[src/rtl/rsl_pkg.sv]
`default_nettype none

package rsl_pkg;

  // default coordinate width
  localparam int COORD_BITS_DEF = 10;

  // opcodes of an input word
  localparam logic OP_LOAD = 1'b0;
  localparam logic OP_STEP = 1'b1;

  // controller -> datapath
  typedef struct packed {
    logic load;    // latch endpoints, start the run divide
    logic finish;  // take quotient and remainder, line becomes drawable
    logic step;    // emit one pixel and advance
  } cmd_t;

  // datapath -> controller
  typedef struct packed {
    logic div_done;  // quotient and remainder are ready
    logic last;      // current pixel is the final one of the line
  } status_t;

endpackage

`default_nettype wire

[src/rtl/rsl_div.sv]
`default_nettype none

// Restoring divider, one quotient bit per cycle.
module rsl_div #(
  parameter int W = rsl_pkg::COORD_BITS_DEF + 1
) (
  input  wire logic         clk,
  input  wire logic         rst,
  input  wire logic         start,
  input  wire logic [W-1:0] dividend,
  input  wire logic [W-1:0] divisor,
  output logic              done,
  output logic [W-1:0]      quotient,
  output logic [W-1:0]      remainder
);

  localparam int CNTW = $clog2(W);
  localparam logic [CNTW-1:0] LAST = CNTW'(W - 1);

  logic            busy;
  logic [CNTW-1:0] count;
  logic [W-1:0]    dvs;
  logic [W:0]      rem_sh;
  logic            fits;

  // shift in next dividend bit, trial subtract
  always_comb begin
    rem_sh = {remainder, quotient[W-1]};
    fits   = rem_sh >= {1'b0, dvs};
  end

  always_ff @(posedge clk) begin
    if (rst) begin
      busy  <= 1'b0;
      done  <= 1'b0;
      count <= '0;
    end else begin
      done <= busy && (count == LAST);
      if (start) begin
        busy  <= 1'b1;
        count <= '0;
      end else if (busy) begin
        count <= count + 1'b1;
        if (count == LAST) begin
          busy <= 1'b0;
        end
      end
    end
  end

  // quotient register doubles as the dividend shifter
  always_ff @(posedge clk) begin
    if (start) begin
      quotient  <= dividend;
      remainder <= '0;
      dvs       <= divisor;
    end else if (busy) begin
      if (fits) begin
        remainder <= W'(rem_sh - {1'b0, dvs});
      end else begin
        remainder <= rem_sh[W-1:0];
      end
      quotient <= {quotient[W-2:0], fits};
    end
  end

endmodule

`default_nettype wire

[src/rtl/rsl_datapath.sv]
`default_nettype none

module rsl_datapath #(
  parameter int COORD_BITS = rsl_pkg::COORD_BITS_DEF
) (
  input  wire logic                  clk,
  input  wire logic                  rst,
  input  wire rsl_pkg::cmd_t         cmd,
  input  wire logic [COORD_BITS-1:0] start_x,
  input  wire logic [COORD_BITS-1:0] start_y,
  input  wire logic [COORD_BITS-1:0] end_x,
  input  wire logic [COORD_BITS-1:0] end_y,
  output logic [COORD_BITS-1:0]      pixel_x,
  output logic [COORD_BITS-1:0]      pixel_y,
  output logic                       last_pixel,
  output rsl_pkg::status_t           status
);

  localparam int CW = COORD_BITS + 1;

  // line state
  logic [COORD_BITS-1:0] cur_x;
  logic [COORD_BITS-1:0] cur_y;
  logic                  y_step_down;
  logic                  x_is_major;
  logic [CW-1:0]         run_base;
  logic [CW-1:0]         run_extra;
  logic [CW-1:0]         run_divisor;
  logic [CW-1:0]         wrap_accum;
  logic [CW-1:0]         run_left;
  logic [CW-1:0]         pixels_left;

  // load-time geometry
  logic                  swap;
  logic [COORD_BITS-1:0] x1, y1, x2, y2;
  logic [COORD_BITS-1:0] dx, ady, dmin, dmax;
  logic                  dy_pos;
  logic [CW-1:0]         dmin_p1, dmax_p1;

  // divider hookup
  logic          div_done;
  logic [CW-1:0] div_quo;
  logic [CW-1:0] div_rem;

  // step-time next values
  logic [COORD_BITS-1:0] x_inc, y_inc;
  logic [CW-1:0]         run_dec;
  logic                  run_end;
  logic [CW:0]           acc_sum;
  logic [CW-1:0]         acc_new;
  logic                  bump;

  // order endpoints so x rises, find extents
  always_comb begin
    swap    = !(start_x < end_x);
    x1      = swap ? end_x   : start_x;
    y1      = swap ? end_y   : start_y;
    x2      = swap ? start_x : end_x;
    y2      = swap ? start_y : end_y;
    dx      = x2 - x1;
    dy_pos  = y2 > y1;
    ady     = dy_pos ? (y2 - y1) : (y1 - y2);
    dmin    = (dx < ady) ? dx  : ady;
    dmax    = (dx < ady) ? ady : dx;
    dmin_p1 = {1'b0, dmin} + 1'b1;
    dmax_p1 = {1'b0, dmax} + 1'b1;
  end

  rsl_div #(
    .W (CW)
  ) u_div (
    .clk       (clk),
    .rst       (rst),
    .start     (cmd.load),
    .dividend  (dmax_p1),
    .divisor   (dmin_p1),
    .done      (div_done),
    .quotient  (div_quo),
    .remainder (div_rem)
  );

  // per-pixel advance: major step always, minor step at run end
  always_comb begin
    x_inc   = cur_x + 1'b1;
    y_inc   = y_step_down ? (cur_y - 1'b1) : (cur_y + 1'b1);
    run_dec = run_left - 1'b1;
    run_end = (run_dec == '0);
    acc_sum = {1'b0, wrap_accum} + {1'b0, run_extra};
    if (acc_sum >= {1'b0, run_divisor}) begin
      acc_new = CW'(acc_sum - {1'b0, run_divisor});
    end else begin
      acc_new = acc_sum[CW-1:0];
    end
    bump = ({1'b0, acc_new} + {1'b0, run_extra}) >= {1'b0, run_divisor};
  end

  always_ff @(posedge clk) begin
    if (cmd.load) begin
      cur_x       <= x1;
      cur_y       <= y1;
      y_step_down <= !dy_pos;
      x_is_major  <= dx > ady;
      run_divisor <= dmin_p1;
      pixels_left <= dmax_p1;
    end else if (cmd.finish) begin
      run_base   <= div_quo;
      run_extra  <= div_rem;
      run_left   <= div_quo;
      wrap_accum <= '0;
    end else if (cmd.step) begin
      pixel_x     <= cur_x;
      pixel_y     <= cur_y;
      last_pixel  <= (pixels_left == CW'(1));
      pixels_left <= pixels_left - 1'b1;
      if (x_is_major || run_end) begin
        cur_x <= x_inc;
      end
      if (!x_is_major || run_end) begin
        cur_y <= y_inc;
      end
      if (run_end) begin
        wrap_accum <= acc_new;
        run_left   <= run_base + CW'(bump);
      end else begin
        run_left <= run_dec;
      end
    end
  end

  assign status.div_done = div_done;
  assign status.last     = (pixels_left == CW'(1));

endmodule

`default_nettype wire

[src/rtl/rsl_ctrl.sv]
`default_nettype none

module rsl_ctrl (
  input  wire logic             clk,
  input  wire logic             rst,
  input  wire logic             in_valid,
  input  wire logic             opcode,
  output logic                  in_ready,
  output logic                  out_valid,
  input  wire logic             out_ready,
  input  wire rsl_pkg::status_t status,
  output rsl_pkg::cmd_t         cmd
);

  localparam logic [1:0] ST_IDLE = 2'd0;  // no line
  localparam logic [1:0] ST_DIV  = 2'd1;  // sizing runs
  localparam logic [1:0] ST_LINE = 2'd2;  // line active

  logic [1:0] state, state_next;
  logic       out_valid_next;

  always_comb begin
    state_next     = state;
    out_valid_next = out_valid;
    cmd            = '0;
    in_ready       = (state inside {ST_IDLE, ST_LINE}) && (!out_valid || out_ready);
    if (out_valid && out_ready) begin
      out_valid_next = 1'b0;
    end
    case (state)
      ST_IDLE, ST_LINE: begin
        if (in_valid && in_ready) begin
          if (opcode == rsl_pkg::OP_LOAD) begin
            cmd.load   = 1'b1;
            state_next = ST_DIV;
          end else if (state == ST_LINE) begin
            // step: one pixel word
            cmd.step       = 1'b1;
            out_valid_next = 1'b1;
            if (status.last) begin
              state_next = ST_IDLE;
            end
          end
        end
      end
      ST_DIV: begin
        if (status.div_done) begin
          cmd.finish = 1'b1;
          state_next = ST_LINE;
        end
      end
      default: begin
        state_next = ST_IDLE;
      end
    endcase
  end

  always_ff @(posedge clk) begin
    if (rst) begin
      state     <= ST_IDLE;
      out_valid <= 1'b0;
    end else begin
      state     <= state_next;
      out_valid <= out_valid_next;
    end
  end

endmodule

`default_nettype wire

[src/rtl/run_slice_line_rasterizer_top.sv]
`default_nettype none

// Channel  Handshake             Word
// input    in_valid / in_ready   opcode, start_x, start_y, end_x, end_y
// output   out_valid / out_ready pixel_x, pixel_y, last_pixel
//
// A step word gives one pixel word; steps stream back to back while the output
// register drains.
// A load word holds off the next word until the one-bit-per-cycle run-length
// divider (COORD_BITS + 1 iterations) is done.
// A step with no line loaded is taken and gives no word.
// Input is held off while a pixel word waits and out_ready is low.
// rst is synchronous; after it no line is loaded.
module run_slice_line_rasterizer_top #(
  parameter int COORD_BITS = rsl_pkg::COORD_BITS_DEF
) (
  input  wire logic                  clk,
  input  wire logic                  rst,
  input  wire logic                  in_valid,
  output logic                       in_ready,
  input  wire logic                  opcode,
  input  wire logic [COORD_BITS-1:0] start_x,
  input  wire logic [COORD_BITS-1:0] start_y,
  input  wire logic [COORD_BITS-1:0] end_x,
  input  wire logic [COORD_BITS-1:0] end_y,
  output logic                       out_valid,
  input  wire logic                  out_ready,
  output logic [COORD_BITS-1:0]      pixel_x,
  output logic [COORD_BITS-1:0]      pixel_y,
  output logic                       last_pixel
);

  rsl_pkg::cmd_t    cmd;
  rsl_pkg::status_t status;

  rsl_ctrl u_ctrl (
    .clk       (clk),
    .rst       (rst),
    .in_valid  (in_valid),
    .opcode    (opcode),
    .in_ready  (in_ready),
    .out_valid (out_valid),
    .out_ready (out_ready),
    .status    (status),
    .cmd       (cmd)
  );

  rsl_datapath #(
    .COORD_BITS (COORD_BITS)
  ) u_datapath (
    .clk        (clk),
    .rst        (rst),
    .cmd        (cmd),
    .start_x    (start_x),
    .start_y    (start_y),
    .end_x      (end_x),
    .end_y      (end_y),
    .pixel_x    (pixel_x),
    .pixel_y    (pixel_y),
    .last_pixel (last_pixel),
    .status     (status)
  );

endmodule

`default_nettype wire
[config.mk]
export PLATFORM = sky130hd
export DESIGN_NAME = run_slice_line_rasterizer_top
export DESIGN_NICKNAME = d
export VERILOG_FILES = /design/src/rtl/rsl_pkg.sv /design/src/rtl/rsl_div.sv /design/src/rtl/rsl_datapath.sv /design/src/rtl/rsl_ctrl.sv /design/src/rtl/run_slice_line_rasterizer_top.sv
export SDC_FILE = /design/constraint.sdc
export NUM_CORES = 1
export LEC_CHECK = 0
export BUFFER_PORTS_ARGS = -buffer_cell sky130_fd_sc_hd__buf_2
export CORE_MARGIN = 2
export CORE_UTILIZATION = 40
export CTS_BUF_LIST = sky130_fd_sc_hd__clkbuf_16
export DETAILED_ROUTE_END_ITERATION = 7
export PLACE_DENSITY = 0.52
export RECOVER_POWER = 25
export SLEW_MARGIN = 30
export SYNTH_ARGS = -nofsm -noshare
export SYNTH_HDL_FRONTEND = slang
export SYNTH_SLANG_ARGS = --single-unit
[constraint.sdc]
create_clock -name clk -period 18.4 [get_ports clk]
set_clock_uncertainty 0.15 [all_clocks]
set_input_delay 3.68 -clock clk [delete_from_list [all_inputs] [get_ports clk]]
set_output_delay 3.68 -clock clk [all_outputs]
set_load 0.005 [all_outputs]
== Word level (Yosys, flattened, before mapping) ==
Index checks and enable logic that the tools add are counted.
Widths: inputs -> output; s select.

* Multiplexer cells: 51
* Reductions and logical operators: 29
* Add/subtract/negate cells: 16
* Equal/unequal tests: 9
* Bitwise operators: 2
* Magnitude comparators: 7

{| class="wikitable"
|+ Operators by type and width
! cell !! count
|-
| $mux 10 || 16
|-
| $mux 11 || 12
|-
| $ge 12x11->1 || 3
|-
| $sub 10x10->10 || 3
|-
| $add 11x11->12 || 2
|-
| $add 10x1->11 const B || 2
|-
| $sub 11x1->11 const B || 2
|-
| $sub 11x11->11 || 2
|-
| $add 10x1->10 const B || 2
|-
| $gt 10x10->1 || 2
|-
| $lt 10x10->1 || 2
|-
| $mux 1 || 17
|-
| $reduce_bool 2->1 || 7
|-
| $reduce_and 3->1 || 4
|-
| $add 11x1->11 || 1
|-
| $eq 11x1->1 const B || 1
|-
| $logic_not 11->1 || 1
|-
| $mux 2 || 5
|-
| $sub 10x1->10 const B || 1
|-
| $ne 2x1->1 const B || 3
|-
| $reduce_and 2->1 || 3
|-
| $add 4x1->4 const B || 1
|-
| $eq 4x4->1 const B || 1
|-
| $logic_and 1x1->1 || 4
|-
| other kinds (11) || 17
|}

* Output and inout bits: 23
* Bits in registers: 140
* Logic and storage cells: 134

== Longest topological paths before layout ==
Gate-level depths: netlist (run 1).

* Depth after elaboration: 9
* Mapped depth: 49

== By module ==
From an unflattened synthesis (run 1), not the netlist that was laid out.

* Cell total of the unflattened synthesis: 1341
* Area, all modules: 12356.9 µm²

{| class="wikitable"
|+ Modules (own cells, without submodules)
! module !! cells each !! area each (µm²) !! times used
|-
| rsl_datapath || 1122 || 10073.4 || 1
|-
| rsl_div || 200 || 2119.5 || 1
|-
| rsl_ctrl || 19 || 163.9 || 1
|}

== Least setup slack after synthesis (run 1) ==
Ideal clock, no wire load.

* Path type: input to register
* Start point: in end_x[3]
* End point: reg u_datapath.pixels_left[10] (data pin)
* Path slack: 7592 ps
* Arrival: 10513 ps
* Stages on the path: 37
* Data required time: 18105 ps
* Cells stage by stage: inv_1 -> ha_1 -> buf_6 -> a21oi_4 -> o21ai_2 -> a211oi_4 -> buf_2 -> buf_2 -> clkbuf_1 -> nand2_1 -> o22a_1 -> ha_1 -> a221oi_1 -> o22ai_1 -> o21a_1 -> o22ai_1 -> xor2_1 -> inv_1 -> ha_1 -> a21o_1 -> a21o_1 -> a21o_1 -> clkbuf_1 -> clkbuf_1 -> buf_1 -> buf_1 -> nor2_1 -> a21oi_1 -> ha_1 -> nand2_1 -> a2111o_1 -> o211ai_1 -> nand3_1 -> nor2_1 -> nand2_1 -> or4b_1 -> o21ai_1

* Cells in the longest elaborated chain, start to end: 8
* Elaborated cells on any way between the ends: 14
* Those cells by class: 4 x add/sub; 3 x order compare; 7 x mux

{| class="wikitable"
|+ RTL lines
! element !! RTL line !! RTL
|-
| start, declared || run_slice_line_rasterizer_top.sv:24 || <nowiki>input wire logic [COORD_BITS-1:0] end_x,</nowiki>
|-
| $lt 10x10->1 || rsl_datapath.sv:55 || <nowiki>swap = !(start_x < end_x);</nowiki>
|-
| $mux 10, on equally long branches || rsl_datapath.sv:57, rsl_datapath.sv:59 ||
|-
| $sub 10x10->10 or $gt 10x10->1 (tied branches) || rsl_datapath.sv:62, rsl_datapath.sv:61 ||
|-
| $mux 10 || rsl_datapath.sv:62 || <nowiki>ady = dy_pos ? (y2 - y1) : (y1 - y2);</nowiki>
|-
| $lt 10x10->1 || rsl_datapath.sv:64 || <nowiki>dmax = (dx < ady) ? ady : dx;</nowiki>
|-
| $mux 10 (*) || rsl_datapath.sv:64 ||
|-
| $add 10x1->11 (*) || rsl_datapath.sv:66 || <nowiki>dmax_p1 = {1'b0, dmax} + 1'b1;</nowiki>
|-
| $mux 11 (*) || rsl_datapath.sv:98 || <nowiki>if (cmd.load) begin</nowiki>
|-
| end signal, assigned || rsl_datapath.sv:104 || <nowiki>pixels_left <= dmax_p1;</nowiki>
|-
| end signal, assigned || rsl_datapath.sv:114 || <nowiki>pixels_left <= pixels_left - 1'b1;</nowiki>
|-
| end, declared || rsl_datapath.sv:31 || <nowiki>logic [CW-1:0] pixels_left;</nowiki>
|}

Every way passes the cells marked *; elsewhere a longest branch is shown, timed or not.
A chain may end at the register's enable or synchronous reset.

== Worst setup path in the final report (run 1) ==
Ends and elaborated chain as after synthesis.

==> out/results.tsv, run 1 <==
stage	metric	value	unit
status	outcome	finished with violations	
status	failing checks	max-capacitance violations, max-slew violations	
route	Detailed Route Iter0 Violations	513	
synthesis	number of synthesized flops with an enable pin	120	
setup_path	crit end category	flip-flop	
sta	Final Hold Vio Count	0	
grt	first-pass GRT wire length	45540	um
clock_network	clk slew on worst S/H paths	0.07	ns
setup_path	Critical Path Max Stage Delay	0.61	ns
layout	final instance area	12650	sq um
synthesis	synth unique cells	78	
synthesis	Synth Cell Area	11350	sq um
synthesis	sequential share of the synthesized area	35.27	%
placement	placed insts	1671	
clock_network	clock sinks	140	
setup_path	crit start category	primary input	
grt	met1 GRT Util	25.84	%
sta	Max Slew Vio Count	93	
floorplanning	core area	27860	sq um
grt	grt ovf	0	
grt	largest net degree at the start of global routing	63	
power	pwr dens	108.6	nW/um^2
sta	RSZ-0062 raised after global routing	no	
layout	commonest non-fill, non-tap cell in the layout	nor2_1	
floorplanning	Die X	172.5	um
clock_network	cts repair resizes	0	
synthesis	syn_nets	1403	
grt	vias in the first global route	8694	
worst_hold_path	class of the worst hold path	flip-flop to flip-flop	
sta	period utilization	58.73	%
grt	M2 GR Usage	33.84	%
sta	minimum clock period	10.81	ns
clock_network	# H-tree levels	4	
setup_path	R2R Path Start	u_datapath.run_extra[0]	
layout	Final Util	45.42	%
clock_network	Hold Buf Count CTS	0	
clock_network	Root Buffer	clkbuf_16	
power	Pleak	5.175	nW
synthesis	Post-synth ARST share	0	%
grt	GR met3 Demand/Resource	2.907	%
synthesis	Post-Syn Instances	1255	
layout	area grow syn2layout	11.44	%
grt	initial antenna violation count	0	
run	max-cap violation count	2	
sta	max_slew headroom	-97.39	%
floorplanning	row count	61	
setup_path	Critical-path top delay cell	a21oi_2	
route	DRC violations left	0	
sta	setup violators final	0	
synthesis	syn avg cell area	9.047	sq um
sta	f_max	0.09254	GHz
clock_network	setup bufs post-CTS	0	
clock_network	Worst-Skew Late Latency	0.43	ns
placement	Post-DP HPWL	21750	um
setup_path	Critical Path RT	18.52	ns
synthesis	Yosys reg bits	140	
layout	most frequent cells in the layout	nor2_1 (121), edfxtp_1 (120), ha_1 (98)	
clock_network	CTS tree	yes	
layout	n_diodes	0	
sta	actual slew at the worst max-slew pin	2.961	ns
route	DRT Wirelength	28320	um
floorplanning	Initial Util	40.75	%
sta	post-route setup TNS	0	ns
placement	port bufs	67	
route	DRT Pass-1 Iters	5	
route	Routed wire per std cell	16.63	um
synthesis	YS warnings	0	
layout	fraction of layout cells with a size suffix above 1	10.79	%
layout	Non-Filler Instances	1703	
placement	DP Area	12090	sq um
route	DR vias/cell	5.257	
sta	final hold slack	0.3102	ns
floorplanning	die area	29750	sq um
grt	GRT Total Usage	19.71	%
floorplanning	IO Pins	68	
placement	RePlAce Congestion	0.8716	
setup_path	CP Data Arrival Time	10.92	ns
clock_network	CTS Buf Count	17	
route	post-route ant nets	0	
layout	fillers	2743	
floorplanning	die height	172.5	um
clock_network	Clock Path Buffers	2	
grt	Top Usage Layer GRT	met2	
worst_hold_path	hold path startpoint	u_datapath.u_div.quotient[10]	
setup_path	crit path launch	end_x[3]	
power	peak supply drop	0.00007059	V
setup_path	Critical Path Fanout Max	36	
setup_path	critical path class	primary input to flip-flop	
synthesis	Synth Flop Type	edfxtp_1	
route	Vias	8952	
layout	Nets	1460	
==> flip-flops by register name, indices dropped and copies added (netlist names), 2 cells and up <==
| register | count |
|---|---|
| u_ctrl.state | 2 |
| u_datapath.cur_x | 10 |
| u_datapath.cur_y | 10 |
| u_datapath.pixel_x | 10 |
| u_datapath.pixel_y | 10 |
| u_datapath.pixels_left | 11 |
| u_datapath.run_base | 11 |
| u_datapath.run_extra | 11 |
| u_datapath.run_left | 11 |
| u_datapath.u_div.count | 4 |
| u_datapath.u_div.dvs | 11 |
| u_datapath.u_div.quotient | 11 |
| u_datapath.u_div.remainder | 11 |
| u_datapath.wrap_accum | 11 |
==> synthesized netlist by cell type, drive strengths merged (6+ instances only) <==
cell | number | area share [%]
a221oi | 6 | 0.46
clkbuf | 31 | 1.0
nand2b | 25 | 1.4
nor3 | 20 | 0.88
o21a | 13 | 0.86
a31oi | 7 | 0.39
inv | 93 | 3.1
a211oi | 17 | 1.3
o21ai | 85 | 3.8
buf | 13 | 0.63
nand4 | 16 | 0.88
o211ai | 13 | 0.86
nand3 | 30 | 1.3
and3 | 12 | 0.66
maj3 | 16 | 1.4
nand3b | 7 | 0.46
and2 | 14 | 0.77
mux2 | 15 | 1.5
nor2 | 122 | 4.1
nor4 | 7 | 0.50
a21o | 27 | 1.8
xor2 | 47 | 3.7
a21oi | 99 | 4.6
ha | 98 | 11
dfxtp | 20 | 3.5
nor2b | 29 | 1.6
mux2i | 29 | 2.6
edfxtp | 120 | 32
nand2 | 90 | 3.0
xnor2 | 62 | 4.8
a21boi | 13 | 0.86
==> per-layer routing <==
metal | part of all wire [%] | routed length [um]
met1 | 47 | 13380
met2 | 48 | 13640
met3 | 2.7 | 773
met4 | 1.8 | 516
met5 | 0 | 0
==> final cells by class <==
cell class	instances	area (sq um)	share of cell area, %
clock buffers	18	450.4	3.560
flip-flops and latches	140	4004	31.65
clock inverters	14	123.9	0.9790
repair buffers	82	437.9	3.461
inverters	95	356.6	2.818
well taps	378	473.0	3.738
multi-input cells	976	6807	53.80
==> where the power goes <==
| group | total (mW) | internal, mW | switching, mW |
|---|---|---|---|
| Sequential | 0.414 | 0.391 | 0.0228 |
| Clock | 0.347 | 0.186 | 0.160 |
| Combinational | 0.613 | 0.254 | 0.359 |
| Total | 1.37 | 0.831 | 0.542 |
==> through the flow <==
step           setup WS, ns  total power, mW
6_report              7.594            1.374
5_1_grt               6.904            1.477
4_1_cts               7.673            1.385
3_5_place_dp          7.254            1.033
3_3_place_gp          7.434            1.029
2_1_floorplan         7.592           0.8877
==> final timing paths <==
| check | end | slack, ns | cells after the start |
|---|---|---|---|
| worst max-delay path | u_datapath.pixels_left[10] | 7.59 | 31 |
| worst min-delay path | u_datapath.run_base[10] | 0.31 | 0 |
| worst max register to register | u_datapath.run_left[10] | 9.85 | 48 |
| worst min register to register | u_datapath.run_base[10] | 0.31 | 0 |
==> cell families after synthesis <==
family	synth area share, %
XOR/XNOR	8.475
adder cells (fa/ha/maj)	13.09
AND/OR/NAND/NOR	16.56
multiplexers	4.078
AO/OA/AOI/OAI	17.73
flip-flops	35.27
buffers and inverters	4.794
==> critical path, delay by kind of cell <==
kind	cells	cell delay, ns
compound gates	12	2.69
simple gates	7	1.25
xor+xnor	1	0.41
fa+ha+maj	4	1.25
mux	3	0.89
buf+inv	4	0.72
No activity file was read; power rests on OpenSTA's default activity.
==> run 2, diff against run 1 <==
--- a/config.mk
+++ b/config.mk
@@ -5,6 +5,7 @@
 export SDC_FILE = /design/constraint.sdc
 export NUM_CORES = 1
 export LEC_CHECK = 0
+export ABC_AREA = 1
 export BUFFER_PORTS_ARGS = -buffer_cell sky130_fd_sc_hd__buf_2
 export CORE_MARGIN = 2
 export CORE_UTILIZATION = 40
==> constraint.sdc (replaced) <==
create_clock -name clk -period 11.13 [get_ports clk]
set_clock_uncertainty 0.15 [all_clocks]
set_input_delay 2.226 -clock clk [delete_from_list [all_inputs] [get_ports clk]]
set_output_delay 2.226 -clock clk [all_outputs]
set_load 0.005 [all_outputs]
==> run 2 against run 1 <==
Register-to-register slack worse by 7.1 ns; hold slack worse by 0.019 ns; via count is 6.9% higher; largest power group unchanged; sequential cell count stayed put; total power is 84% higher; the flow still finishes with violations (max-capacitance violations, max-slew violations); combinational power is 100% higher; synthesized cell count is 20% higher; critical path type unchanged; global-route usage is 0.27 points lower; synthesized area is 0.11% higher; core utilization is 0.15 points higher.
==> out/results.tsv, run 2 <==
stage	metric	value	unit	change
clock_network	clk slew on worst S/H paths	0.07	ns	about the same
grt	GRT Total Usage	19.44	%	-0.27 points
worst_hold_path	worst hold endpoint	u_datapath.run_base[3]		
synthesis	Synth top area share	31.70	%	-0.035 points
worst_hold_path	hold depth	0		unchanged
route	Routed wire per std cell	14.66	um	-12%
synthesis	count leader, synth	nand2_1		
setup_path	Critical Path RT	11.06	ns	-7.46 ns
floorplanning	die area	29780	sq um	+0.10%
sta	period utilization	76.56	%	
clock_network	clock sinks	140		unchanged
setup_path	Critical-path top delay cell	inv_1		
layout	area grow syn2layout	11.68	%	
layout	commonest non-fill, non-tap cell in the layout	nand2_1		
synthesis	Commonest cells post-synth	nand2_1 (372), inv_1 (218), edfxtp_1 (120)		
power	power share of the sequential group	27.9	%	-2.2 points
setup_path	crit end category	flip-flop		
synthesis	Synth area leader	edfxtp_1		
route	DRT Wirelength	28720	um	+1.4%
sta	max_slew headroom	-84.18	%	+13 points
worst_hold_path	class of the worst hold path	flip-flop to flip-flop		
power	switching part of the total	44.20	%	+4.7 points
synthesis	Post-Syn Instances	1504		+20%
clock_network	Hold Buf Count CTS	0		unchanged
floorplanning	Die X	172.6	um	about the same
setup_path	CP Data Arrival Time	8.45	ns	-2.47 ns
synthesis	Yosys reg bits	140		unchanged
run	max-cap violation count	1		-1
sta	Final Hold Vio Count	0		unchanged
route	post-route ant nets	0		unchanged
clock_network	# H-tree levels	4		unchanged
power	pwr dens	198.9	nW/um^2	+83%
setup_path	R2R Path Start	u_datapath.run_extra[0]		
layout	most frequent cells in the layout	nand2_1 (372), inv_1 (217), edfxtp_1 (120)		
layout	n_diodes	0		unchanged
synthesis	syn avg cell area	7.557	sq um	-16%
clock_network	CTS Buf Count	17		unchanged
layout	final instance area	12690	sq um	+0.33%
synthesis	Post-synth ARST share	0	%	unchanged
route	Detailed Route Iter0 Violations	473		-7.8%
power	clock power share	23.2	%	-2.1 points
status	failing checks	max-capacitance violations, max-slew violations		
synthesis	number of synthesized flops with an enable pin	120		unchanged
floorplanning	die height	172.6	um	about the same
clock_network	Worst-Skew Late Latency	0.43	ns	about the same
floorplanning	core area	27860	sq um	unchanged
placement	Post-DP HPWL	22730	um	+4.5%
power	logic gate share of total power	48.9	%	+4.3 points
setup_path	most used cell along the critical path	nand2_1		
layout	fraction of layout cells with a size suffix above 1	8.792	%	-2.0 points
setup_path	critical path class	primary input to flip-flop		
route	DRT Pass-1 Iters	5		unchanged
floorplanning	row count	61		unchanged
setup_path	crit start category	primary input		
placement	port bufs	67		unchanged
grt	vias in the first global route	9235		+6.2%
setup_path	R2R Setup Slk	2.77	ns	-7.08 ns
synthesis	YS warnings	0		unchanged
synthesis	sequential share of the synthesized area	35.23	%	-0.039 points
synthesis	synth unique cells	52		-33%
layout	Nets	1716		+18%
sta	RSZ-0062 raised after global routing	no		
grt	first-pass GRT wire length	46640	um	+2.4%
synthesis	syn_nets	1652		+18%
clock_network	cts repair resizes	0		unchanged
clock_network	CTS tree	yes		
synthesis	Synth Cell Area	11370	sq um	+0.11%
clock_network	Root Buffer	clkbuf_16		
clock_network	Clock Path Buffers	2		unchanged
worst_hold_path	hold path startpoint	u_datapath.u_div.quotient[3]		
power	switching power	1.116	mW	+110%
sta	minimum clock period	8.521	ns	
synthesis	Synth Flop Type	edfxtp_1		
power	Pleak	6.006	nW	+16%
power	cell-internal power	1.409	mW	+69%
synthesis	Synth area leaders	edfxtp_1 (32%), nand2_1 (12%), ha_1 (11%)		
sta	actual slew at the worst max-slew pin	2.763	ns	-0.1982 ns
route	Vias	9574		+6.9%
placement	DP Area	12080	sq um	about the same
route	DR vias/cell	4.887		-7.0%
grt	largest net degree at the start of global routing	61		-3.2%
setup_path	Critical Path Fanout Max	60		+67%
clock_network	setup bufs post-CTS	0		unchanged
floorplanning	Initial Util	40.80	%	+0.045 points
sta	f_max	0.1174	GHz	
setup_path	critical register-to-register path endpoint	u_datapath.run_left[10]		
sta	post-route setup TNS	0	ns	unchanged
power	peak supply drop	0.00009336	V	+32%
placement	RePlAce Congestion	0.8953		+2.7%
grt	grt ovf	0		unchanged
status	outcome	finished with violations		
setup_path	reg2reg path depth	45		-6.3%
floorplanning	IO Pins	68		unchanged
sta	setup violators final	0		unchanged
sta	Max Slew Vio Count	57		-39%
route	DRC violations left	0		unchanged
grt	initial antenna violation count	0		unchanged
setup_path	Critical Path Max Stage Delay	0.78	ns	+0.17 ns
-- run 2: cell types whose count changed in the layout (fill, tap and decap cells not counted), moves of 19 or more --
| cell | delta |
|---|---|
| a21o_1 | -25 |
| xor2_1 | +25 |
| nand2b_1 | -25 |
| xnor2_1 | -42 |
| o21ai_0 | +19 |
| nand3_1 | +77 |
| nand2_1 | +282 |
| nor2b_1 | -29 |
| inv_1 | +124 |
| mux2i_1 | -26 |
-- run 2: power groups by stage --
stage,registers (mW),logic [mW],clock network [mW]
after floorplan,0.699,0.960,0
after global placement,0.714,1.23,0
after detailed placement,0.715,1.24,0
after CTS,0.704,1.25,0.600
after global routing,0.712,1.43,0.616
final,0.704,1.24,0.585
-- run 2: how the worst max path moves through the flow --
stage,start,end,depth (start not counted)
detailed placement,end_x[5],u_datapath.pixels_left[10],32
finish,end_x[5],u_datapath.u_div.quotient[4],34
floorplan,end_x[4],u_datapath.u_div.dvs[8],38
global route,u_datapath.run_extra[0],u_datapath.run_left[10],42
global placement,start_x[4],u_datapath.u_div.quotient[10],31
CTS,u_datapath.run_extra[0],u_datapath.run_left[10],45
-- run 2: metal layers --
layer	part of all wire, %	global-route usage (%)	vias to the layer above
met1	47	25.23	4302
met3	2.2	2.485	19
met4	1.9	6.019	0
li1	-	-	5120
met2	48	33.73	133
met5	0	0	-
-- run 2: cell type report --
cell class | count | area, sq um
timing repair buffer | 73 | 369.1
fill | 2836 | 15160
inverter | 225 | 844.6
multi-input combinational | 1111 | 6381
sequential | 140 | 4004
tap | 378 | 473.0
clock buffer | 17 | 425.4
clock inverter | 15 | 196.4
-- run 2: cell families after synthesis --
logic type	Yosys count	synth area share, %
compound gates	250	12.21
xor+xnor	91	7.012
fa+ha+maj	103	11.67
buf+inv	253	8.762
flops	140	35.23
mux	2	0.1761
simple gates	665	24.95
-- run 2: through the flow --
stage               hold WS (ns)  instances  total power [mW]  setup WS, ns  util [%]
floorplan                 0.2764       1504             1.658         4.147         -
global placement          0.2815       1927             1.944         2.406     43.37
detailed placement        0.2844       1927             1.955         2.232     43.37
CTS                       0.2968       1959             2.553         2.646     45.61
global route              0.3104       1959             2.755         1.744     45.56
finish                    0.2912       1959             2.524         2.609     45.56
-- run 2: critical path, delay by kind of cell --
kind                       cells  cell delay (ns)
buffers and inverters          4             1.15
and+or+nand+nor               22             3.33
AOI/OAI and AO/OA              4             0.65
adders and majority gates      4             1.06
